<file path="src/sv/lgrs_pkg.sv">
// ----------------------------------------------------------------------------
// lgrs_pkg
// Shared types, constants and the cell rule for the life row stepper.
// ----------------------------------------------------------------------------
package lgrs_pkg;

  localparam int DATA_W            = 64;
  localparam int ROW_W             = 6;
  localparam int DEFAULT_GRID_SIZE = 64;

  // result queue
  localparam int QUEUE_DEPTH = 4;
  localparam int CNT_W       = $clog2(QUEUE_DEPTH + 1);
  localparam int PUSH_MAX    = 3;
  localparam int PUSH_W      = 2;

  // B3/S23
  localparam int NBR_W = 4;
  localparam logic [NBR_W-1:0] BIRTH_COUNT   = NBR_W'(3);
  localparam logic [NBR_W-1:0] SURVIVE_COUNT = NBR_W'(2);

  // one column's bits as seen by its neighbors
  typedef struct packed {
    logic first;
    logic second;
    logic older;
    logic newer;
    logic cur;
  } col_bits_t;

  typedef struct packed {
    logic shift;
    logic load_first;
    logic load_second;
  } cell_ctl_t;

  typedef struct packed {
    logic [ROW_W-1:0]  row_number;
    logic [DATA_W-1:0] next_cells;
    logic              last_of_run;
  } result_t;

  // triples are {left, center, right}
  function automatic logic life_bit(input logic [2:0] above,
                                    input logic [2:0] mid,
                                    input logic [2:0] below);
    logic [NBR_W-1:0] cnt;
    cnt = NBR_W'(above[2]) + NBR_W'(above[1]) + NBR_W'(above[0])
        + NBR_W'(mid[2])   + NBR_W'(mid[0])
        + NBR_W'(below[2]) + NBR_W'(below[1]) + NBR_W'(below[0]);
    return (cnt == BIRTH_COUNT) || ((cnt == SURVIVE_COUNT) && mid[1]);
  endfunction

endpackage

</file>
<file path="src/sv/lgrs_cell.sv">
// ----------------------------------------------------------------------------
// lgrs_cell
// One grid column: holds the column's bits of the kept rows and computes the
// three possible next-generation bits from its own and its neighbors' bits.
// ----------------------------------------------------------------------------
module lgrs_cell (
  input  logic                clk,
  input  lgrs_pkg::cell_ctl_t ctl,
  input  logic                cur_bit,
  input  lgrs_pkg::col_bits_t left,
  input  lgrs_pkg::col_bits_t right,
  output lgrs_pkg::col_bits_t own,
  output logic                nxt_mid,
  output logic                nxt_last,
  output logic                nxt_zero
);

  logic first_r;
  logic second_r;
  logic older_r;
  logic newer_r;

  always_ff @(posedge clk) begin
    if (ctl.shift) begin
      older_r <= newer_r;
      newer_r <= cur_bit;
    end
    if (ctl.load_first) begin
      first_r <= cur_bit;
    end
    if (ctl.load_second) begin
      second_r <= cur_bit;
    end
  end

  always_comb begin
    own.first  = first_r;
    own.second = second_r;
    own.older  = older_r;
    own.newer  = newer_r;
    own.cur    = cur_bit;
  end

  // row before last: older / newer / incoming
  assign nxt_mid = lgrs_pkg::life_bit({left.older, older_r, right.older},
                                      {left.newer, newer_r, right.newer},
                                      {left.cur,   cur_bit, right.cur});
  // last row wraps below to row 0
  assign nxt_last = lgrs_pkg::life_bit({left.newer, newer_r, right.newer},
                                       {left.cur,   cur_bit, right.cur},
                                       {left.first, first_r, right.first});
  // row 0 wraps above to the last row
  assign nxt_zero = lgrs_pkg::life_bit({left.cur,    cur_bit,  right.cur},
                                       {left.first,  first_r,  right.first},
                                       {left.second, second_r, right.second});

endmodule

</file>
<file path="src/sv/lgrs_result_queue.sv">
// ----------------------------------------------------------------------------
// lgrs_result_queue
// Small shifting queue of result words; takes up to three words a cycle and
// presents the oldest one from a register.
// ----------------------------------------------------------------------------
module lgrs_result_queue (
  input  logic                            clk,
  input  logic                            rst_n,
  input  logic [lgrs_pkg::PUSH_W-1:0]     push_cnt,
  input  lgrs_pkg::result_t               push_items [lgrs_pkg::PUSH_MAX],
  input  logic                            head_ready,
  output logic                            head_valid,
  output lgrs_pkg::result_t               head,
  output logic [lgrs_pkg::CNT_W-1:0]      count
);

  localparam int DEPTH = lgrs_pkg::QUEUE_DEPTH;
  localparam int CW    = lgrs_pkg::CNT_W;

  lgrs_pkg::result_t q_r   [DEPTH];
  lgrs_pkg::result_t q_nxt [DEPTH];
  logic [CW-1:0]     cnt_r;
  logic [CW-1:0]     cnt_nxt;
  logic [CW-1:0]     kept;
  logic              pop;

  assign pop  = head_valid && head_ready;
  assign kept = cnt_r - CW'(pop);

  always_comb begin
    for (int i = 0; i < DEPTH; i++) begin
      q_nxt[i] = q_r[i];
    end
    if (pop) begin
      for (int i = 0; i < DEPTH - 1; i++) begin
        q_nxt[i] = q_r[i + 1];
      end
    end
    // new words land right behind the ones that stay
    for (int i = 0; i < DEPTH; i++) begin
      for (int j = 0; j < lgrs_pkg::PUSH_MAX; j++) begin
        if ((push_cnt > lgrs_pkg::PUSH_W'(j)) && (CW'(i) == kept + CW'(j))) begin
          q_nxt[i] = push_items[j];
        end
      end
    end
    cnt_nxt = kept + CW'(push_cnt);
  end

  always_ff @(posedge clk) begin
    for (int i = 0; i < DEPTH; i++) begin
      q_r[i] <= q_nxt[i];
    end
  end

  always_ff @(posedge clk) begin
    if (!rst_n) begin
      cnt_r <= '0;
    end else begin
      cnt_r <= cnt_nxt;
    end
  end

  assign head_valid = (cnt_r != '0);
  assign head       = q_r[0];
  assign count      = cnt_r;

endmodule

</file>
<file path="src/sv/life_generation_row_stepper.sv">
// ----------------------------------------------------------------------------
// life_generation_row_stepper
// One generation of B3/S23 Life on a toroidal square grid, a row at a time.
// ----------------------------------------------------------------------------
// Input channel (in_valid / in_ready / in_row_cells): rows of the current
// generation, row 0 first, one word per row; columns at GRID_SIZE and above
// are ignored.
// Output channel (out_valid / out_ready / out_row_number / out_next_cells /
// out_last_of_run): next-generation rows. Rows 0 and 1 give no word; row r
// gives next row r-1; the last row gives rows GRID_SIZE-2, GRID_SIZE-1 and
// 0, with out_last_of_run high on the final word of each input row.
// Each accepted row's words are written into the output queue, whose head
// is a register. The column cell row takes one row per cycle while in_ready
// is high, and evaluates all GRID_SIZE cells of up to three rows in parallel.
// The four-word output queue absorbs the three-word burst at frame end.
// in_ready drops only when the queue lacks room for the words that the next
// row makes, so a stalled receiver backs up into the input.
// Reset clears the queue and restarts the frame at row 0.
// ----------------------------------------------------------------------------
module life_generation_row_stepper #(
  parameter int GRID_SIZE = lgrs_pkg::DEFAULT_GRID_SIZE
) (
  input  logic                          clk,
  input  logic                          rst_n,
  input  logic                          in_valid,
  output logic                          in_ready,
  input  logic [lgrs_pkg::DATA_W-1:0]   in_row_cells,
  output logic                          out_valid,
  input  logic                          out_ready,
  output logic [lgrs_pkg::ROW_W-1:0]    out_row_number,
  output logic [lgrs_pkg::DATA_W-1:0]   out_next_cells,
  output logic                          out_last_of_run
);

  localparam int DW = lgrs_pkg::DATA_W;
  localparam int RW = lgrs_pkg::ROW_W;
  localparam int CW = lgrs_pkg::CNT_W;
  localparam int PW = lgrs_pkg::PUSH_W;
  localparam logic [RW-1:0] LAST_ROW      = RW'(GRID_SIZE - 1);
  localparam logic [RW-1:0] FIRST_ROW     = RW'(0);
  localparam logic [RW-1:0] SECOND_ROW    = RW'(1);
  localparam logic [RW-1:0] FIRST_OUT_ROW = RW'(2);
  localparam logic [PW-1:0] ONE_WORD      = PW'(1);
  localparam logic [PW-1:0] BURST_WORDS   = PW'(lgrs_pkg::PUSH_MAX);

  logic [RW-1:0]       rows_r;
  logic [RW-1:0]       rows_nxt;
  logic                accept;
  logic [PW-1:0]       need;
  logic [PW-1:0]       push_cnt;
  logic [CW-1:0]       count;
  lgrs_pkg::cell_ctl_t ctl;
  lgrs_pkg::col_bits_t col [GRID_SIZE];
  logic [DW-1:0]       row_mid;
  logic [DW-1:0]       row_last;
  logic [DW-1:0]       row_zero;
  lgrs_pkg::result_t   push_items [lgrs_pkg::PUSH_MAX];
  lgrs_pkg::result_t   head;

  // words produced by the row at the frame position
  always_comb begin
    if (rows_r == LAST_ROW) begin
      need = BURST_WORDS;
    end else if (rows_r >= FIRST_OUT_ROW) begin
      need = ONE_WORD;
    end else begin
      need = '0;
    end
  end

  assign in_ready = ((CW + 1)'(count) + (CW + 1)'(need)) <= (CW + 1)'(lgrs_pkg::QUEUE_DEPTH);
  assign accept   = in_valid && in_ready;
  assign push_cnt = accept ? need : '0;

  always_comb begin
    rows_nxt = rows_r;
    if (accept) begin
      rows_nxt = (rows_r == LAST_ROW) ? FIRST_ROW : rows_r + RW'(1);
    end
  end

  always_ff @(posedge clk) begin
    if (!rst_n) begin
      rows_r <= '0;
    end else begin
      rows_r <= rows_nxt;
    end
  end

  always_comb begin
    ctl.shift       = accept;
    ctl.load_first  = accept && (rows_r == FIRST_ROW);
    ctl.load_second = accept && (rows_r == SECOND_ROW);
  end

  for (genvar k = 0; k < DW; k++) begin : g_col
    if (k < GRID_SIZE) begin : g_cell
      lgrs_cell u_cell (
        .clk      (clk),
        .ctl      (ctl),
        .cur_bit  (in_row_cells[k]),
        .left     (col[(k + GRID_SIZE - 1) % GRID_SIZE]),
        .right    (col[(k + 1) % GRID_SIZE]),
        .own      (col[k]),
        .nxt_mid  (row_mid[k]),
        .nxt_last (row_last[k]),
        .nxt_zero (row_zero[k])
      );
    end else begin : g_pad
      assign row_mid[k]  = 1'b0;
      assign row_last[k] = 1'b0;
      assign row_zero[k] = 1'b0;
    end
  end

  always_comb begin
    push_items[0].row_number  = rows_r - RW'(1);
    push_items[0].next_cells  = row_mid;
    push_items[0].last_of_run = (rows_r != LAST_ROW);
    push_items[1].row_number  = LAST_ROW;
    push_items[1].next_cells  = row_last;
    push_items[1].last_of_run = 1'b0;
    push_items[2].row_number  = FIRST_ROW;
    push_items[2].next_cells  = row_zero;
    push_items[2].last_of_run = 1'b1;
  end

  lgrs_result_queue u_queue (
    .clk        (clk),
    .rst_n      (rst_n),
    .push_cnt   (push_cnt),
    .push_items (push_items),
    .head_ready (out_ready),
    .head_valid (out_valid),
    .head       (head),
    .count      (count)
  );

  assign out_row_number  = head.row_number;
  assign out_next_cells  = head.next_cells;
  assign out_last_of_run = head.last_of_run;

`ifndef SYNTH
  a_queue_bound: assert property (@(posedge clk) disable iff (!rst_n)
    count <= CW'(lgrs_pkg::QUEUE_DEPTH))
    else $error("result queue overfilled");

  a_frame_bound: assert property (@(posedge clk) disable iff (!rst_n)
    rows_r <= LAST_ROW)
    else $error("row position beyond grid");

  a_frame_end: assert property (@(posedge clk) disable iff (!rst_n)
    accept && (rows_r == LAST_ROW) |=> (rows_r == FIRST_ROW) && (count >= CW'(2)))
    else $error("frame end did not restart or queue the burst");

  a_row_zero_last: assert property (@(posedge clk) disable iff (!rst_n)
    out_valid && (out_row_number == FIRST_ROW) |-> out_last_of_run)
    else $error("row 0 word not marked last");
`endif

endmodule
</file>
<file path="config.mk">
export PLATFORM = sky130hd
export DESIGN_NAME = life_generation_row_stepper
export DESIGN_NICKNAME = d
export VERILOG_FILES = /design/src/sv/lgrs_pkg.sv /design/src/sv/lgrs_cell.sv /design/src/sv/lgrs_result_queue.sv /design/src/sv/life_generation_row_stepper.sv
export SDC_FILE = /design/constraint.sdc
export NUM_CORES = 2
export LEC_CHECK = 0
export BUFFER_PORTS_ARGS = -buffer_cell sky130_fd_sc_hd__clkbuf_2
export CELL_PAD_IN_SITES_DETAIL_PLACEMENT = 1
export CELL_PAD_IN_SITES_GLOBAL_PLACEMENT = 2
export CORE_ASPECT_RATIO = 0.6
export CORE_MARGIN = 2
export CORE_UTILIZATION = 25
export DETAILED_ROUTE_END_ITERATION = 8
export PLACE_DENSITY_LB_ADDON = 0.1
export SYNTH_ARGS = -nofsm -noshare
export SYNTH_HDL_FRONTEND = slang
export SYNTH_SLANG_ARGS = --single-unit
</file>
<file path="constraint.sdc">
create_clock -name clk -period 17.1 [get_ports clk]
set_input_delay 0.855 -clock clk [delete_from_list [all_inputs] [get_ports clk]]
set_output_delay 0.855 -clock clk [all_outputs]
set_load 0.02 [all_outputs]
</file>
# Word-level counts from Yosys, hierarchy flattened
# Memory sizes are Yosys's and may differ from the RTL's.
# Cells that the tools add are included.
# totals
inputBits	68
out_inout_bits	73
memories	1
elab_cells	2433
ram_bits	284
ff_bits	265
# classes
n_mux	17
n_reduce_logical	405
magnitude_cmp	5
addsub	1351
eq_ne	396
# memory_table
memory	words	word_bits	rd	rd_ports_with_merged_regs	wr	line_no	source
u_queue.q_r	4	71	4	0	4	lgrs_result_queue.sv:20	lgrs_pkg::result_t q_r [DEPTH];
# ops
cell	n
4-bit by 1-bit adder with 4-bit output	1152
4-bit by 2-bit == test with 1-bit output (second input constant)	384
71-bit 2-to-1 mux	12
1-bit by 1-bit adder with 2-bit output	192
213-bit 2-to-1 mux	1
1-bit logical AND	208
1-bit logical OR	192
2-bit by 3-bit == test with 1-bit output (first input constant)	6
1-bit by 3-bit == test with 1-bit output (first input constant)	3
3-bit logical NOT	3
6-bit by 1-bit adder with 6-bit output (second input constant)	1
6-bit by 1-bit == test with 1-bit output (second input constant)	1
6-bit == test (second input constant)	1
6-bit by 2-bit >= comparator with 1-bit output (second input constant)	1
6-bit logical NOT	1
6-bit 2-to-1 mux	1
6-bit != test (second input constant)	1
6-bit by 1-bit subtractor with 6-bit output (second input constant)	1
3-bit by 2-bit adder with 4-bit output	1
2-bit by 1-bit greater-than comparator with 1-bit output (second input constant)	2
4-bit by 3-bit less-or-equal comparator with 1-bit output (second input constant)	1
2-bit 2-to-1 mux	2
3-bit by 1-bit adder with 3-bit output (second input constant)	1
3-bit by 2-bit adder with 3-bit output	1
5 further kinds	5

# Logic depth before layout (Yosys ltp)
# logic_depth
depth_word	13
depth_mapped	16
depth_no_buf	15

# Hierarchy
# A second synthesis with hierarchy kept.
# hier_totals
hier_cells	6103
hier_area_um2	60694.5
# by_module_without_submodules
mod	instances	cells_each	area_per_inst_um2	seq_area_each_um2
lgrs_cell	64	71	686.9	120.1
lgrs_result_queue	1	1481	16160.5	8588.2
life_generation_row_stepper	1	78	571.8	120.1

# Worst setup path before layout
# OpenSTA, ideal clock, no wires.
# synth_path
path_kind	reg-to-reg
start	reg rows_r[2] (netlist name)
end	mem u_queue.q_r[3][10] (netlist name) (enable)
path_slack_ps	8508
period_less_slack_ps	8592
setup_time_ps	423
arrival_ps	8169
n_path_buf	3
required_ps	16677
stages_incl_launch_ff	14
path_cell_list	dfxtp_1 buf_6 nor4_1 nand2_1 ha_1 inv_1 fa_1 xor2_1 o221ai_2 clkinv_1 buf_2 buf_1 o21ai_0 nand2_1
# synth_lines
item	line_no
to (decl)	lgrs_result_queue.sv:20

==> results.yml <==
worst_hold_path:
  hold_class: "input port to flip-flop"
  holdPathStages: 2
floorplanning:
  core-area_um2: 226300
  die_w_um: 620.9
  die_area_um2: 232300
  start_util_pct: 25.22
  die_h_um: 374.1
  rows: 135
  ios: 141
yosys:
  ys_top_cells_by_count: "1,482 x inv_1, 770 x fa_1, 587 x ha_1, 512 x edfxtp_1, 357 x mux2i_1"
  yosysTopAreaCell: "fa_1"
  synth_ff_type: "edfxtp_1"
  synth_warnings: 0
  netlist_top_cells_area: "fa_1 27%, edfxtp_1 27%, ha_1 13%"
  ys_ff_latch: 549
  synth_nets: 6833
  synth_edf_count: 512
  async_flop_share_pct: 0
  synth_area_um2: 57090
  yosysMostFrequentCell: "inv_1"
  synth.avg_cell_area_um2: 10.56
  yosysSeqAreaShare_pct: 28.23
  synth_top_area_share_pct: 27.00
  synthCells: 5408
  synth_cell_type_count: 43
worst_setup_path:
  cp.depth: 11
  crit_arrival_ns: 7.00
  cpMaxStageDelayCell: "nand3_4"
  rr_worst_depth: 11
  worstSetupPathType: "flip-flop to flip-flop"
  slowest_delay_ns: 1.15
  cp-start-kind: "flip-flop"
  crit_chain: "nor4_1 > nand2_1 > ha_1 > inv_1 > fa_1 > xor2_1 > o221ai_2 > inv_8 > nand3_4 > nand4_1 > buf_4"
  crit_fanout: 97
  crit_required_ns: 17.38
  crit_buf_inv: 3
  endpoint_kind: "flip-flop"
  path_delay_family: "simple AND/OR/NAND/NOR gates"
cts:
  clock_latency_ns: 0.67
  ctsHoldBuffers: 0
  cts.clk_slew.worst_paths_ns: 0.06
  cts_sinks: 549
  post_cts_resized: 0
  cts_setup_buffers: 0
  htree_levels: 3
  cts_root_buffer: "clkbuf_16"
  numCtsBuffers: 74
  cts_buffer_depth: 3
  cts_tree: "built"
timing:
  finalSetupTns_ns: 0
  whs_ns: 0.5091
  slew-limit-headroom_pct: 15.24
  slew_violations: 0
  min_period_ns: 6.722
  tightestPinTransition_ns: 1.262
  final_hold_viol_count: 0
  setup_violations: 0
  timing.final.crit_share_pct: 39.31
  fin_worst_skew_ns: 0.02597
  max_freq_ghz: 0.1488
  rsz0062_at_grt: "no"
route:
  wl_per_cell_um: 21.19
  drt_iter0_drc: 1721
  vias: 37956
  postRouteWirelength_um: 183400
  drc: 0
  route.met2.wl_um: 70230
  dr.pass1.iters: 5
  vias_per_cell: 4.385
  wl_met1_um: 105600
  ant_nets: 0
  wl_met3_um: 4952
  dr.max_layer_used: "met4"
power:
  powerDensity_nw_per_um2: 138.8
  p_leak_nw: 30.86
  ir_worst_vdd_v: 0.00008349
  power_mw: 8.884
global_routing:
  grt_pass1_wl_um: 278700
  overflow: 0
  grt_usage_pct: 16.04
  grt_pass1_vias: 41511
  grt_max_degree: 98
  grt_antenna_before_repair: 5
outcome:
  outcome: "complete, no violations"
placement:
  place_congestion: 0.7505
  dp_hpwl_um: 141300
  portBuffers: 140
  place_inst: 8517
final_layout:
  nets: 7004
  syn_to_final_growth_pct: 12.11
  fin_util_pct: 28.27
  drive_above_1_share_pct: 7.359
  post_layout_nonfiller_instances: 8656
job:
  maxCapViolCount: 0
==> state kept, by name (all words and copies together), names as in the netlist <==
signal                        count
g_col.g_cell.u_cell.older_r      64
u_queue.count                     3
g_col.g_cell.u_cell.first_r      64
u_queue.q_r                     284
rows_r                            6
g_col.g_cell.u_cell.newer_r      64
g_col.g_cell.u_cell.second_r     64
==> path summary, 6_finish.rpt <==
kind | start | to | slack (ns)
worst max register to register | rows_r[2]$_SDFFE_PN0N_ | u_queue.q_r[2][32]$_DFFE_PP_ | 10.38
worst min-delay path | rst_n | rows_r[2]$_SDFFE_PN0N_ | 0.51
worst min register to register | u_queue.q_r[1][0]$_SDFFE_PP1P_ | u_queue.q_r[1][0]$_SDFFE_PP1P_ | 0.52
worst max-delay path | rows_r[2]$_SDFFE_PN0N_ | u_queue.q_r[2][32]$_DFFE_PP_ | 10.38
==> logic make-up (layout without fill, tap and decap cells) <==
kind of cell,after synthesis,in the layout,synth area share [%]
buffers and inverters,1603,1834,10.80
adders and majority gates,1357,1357,39.87
and+or+nand+nor,792,792,6.439
AOI/OAI and AO/OA,721,721,7.875
DFF,549,549,28.23
muxes,375,375,6.615
xor gates and xnor gates,11,11,0.1688
other,0,3,0
==> layout by cell type (no fill, tap or decap), types with 3 or more instances in the layout <==
cell type   count
a211oi_1      109
a21oi_1       261
a21oi_2        60
a31oi_1        82
and2_1          6
and2_4          3
buf_4          74
bufinv_16       4
clkbuf_1       17
clkbuf_16      75
clkbuf_2      140
clkbuf_8        7
clkinv_1       18
clkinv_2        7
clkinv_8        4
clkinvlp_4      3
dfxtp_1        37
diode_2         3
edfxtp_1      512
fa_1          770
ha_1          587
inv_1        1482
mux2_2         18
mux2i_1       357
nand2_1        96
nand2b_1       32
nand3b_1       32
nand4_1        10
nor2_1        346
nor2b_1        84
nor3_1        162
nor3_2          4
o21a_1          6
o22ai_1       192
or4_4           3
xnor2_1         6
xor2_1          5
==> power by group <==
group / total, mW / internal (mW) / switching, mW
combinational: 5.14 / 1.94 / 3.19
sequential: 2.14 / 1.91 / 0.228
clock: 1.61 / 0.900 / 0.706
==> per-stage QoR <==
step                      setup WS [ns]  area, um^2
after global placement            10.48       61630
final                             10.38       64000
after global routing              9.848       63990
after CTS                         10.32       63990
after detailed placement          10.34       61630
after floorplan                   8.508       57090
==> routing by layer <==
metal	up-vias	global-route usage [%]
li1	17979	-
met1	19478	26.79
met2	372	21.70
met3	127	1.763
met4	0	2.652
met5	-	0
==> area by class of cell <==
cell class / count / area (um^2)
multi-input combinational: 3256 / 34910
tap: 3014 / 3771
sequential: 549 / 16120
timing repair buffer: 214 / 1256
clock buffer: 99 / 2037
fill: 25432 / 162300
clock inverter: 37 / 324.1
antenna: 3 / 7.507
inverter: 1484 / 5578
(Power assumes the default switching activity.)
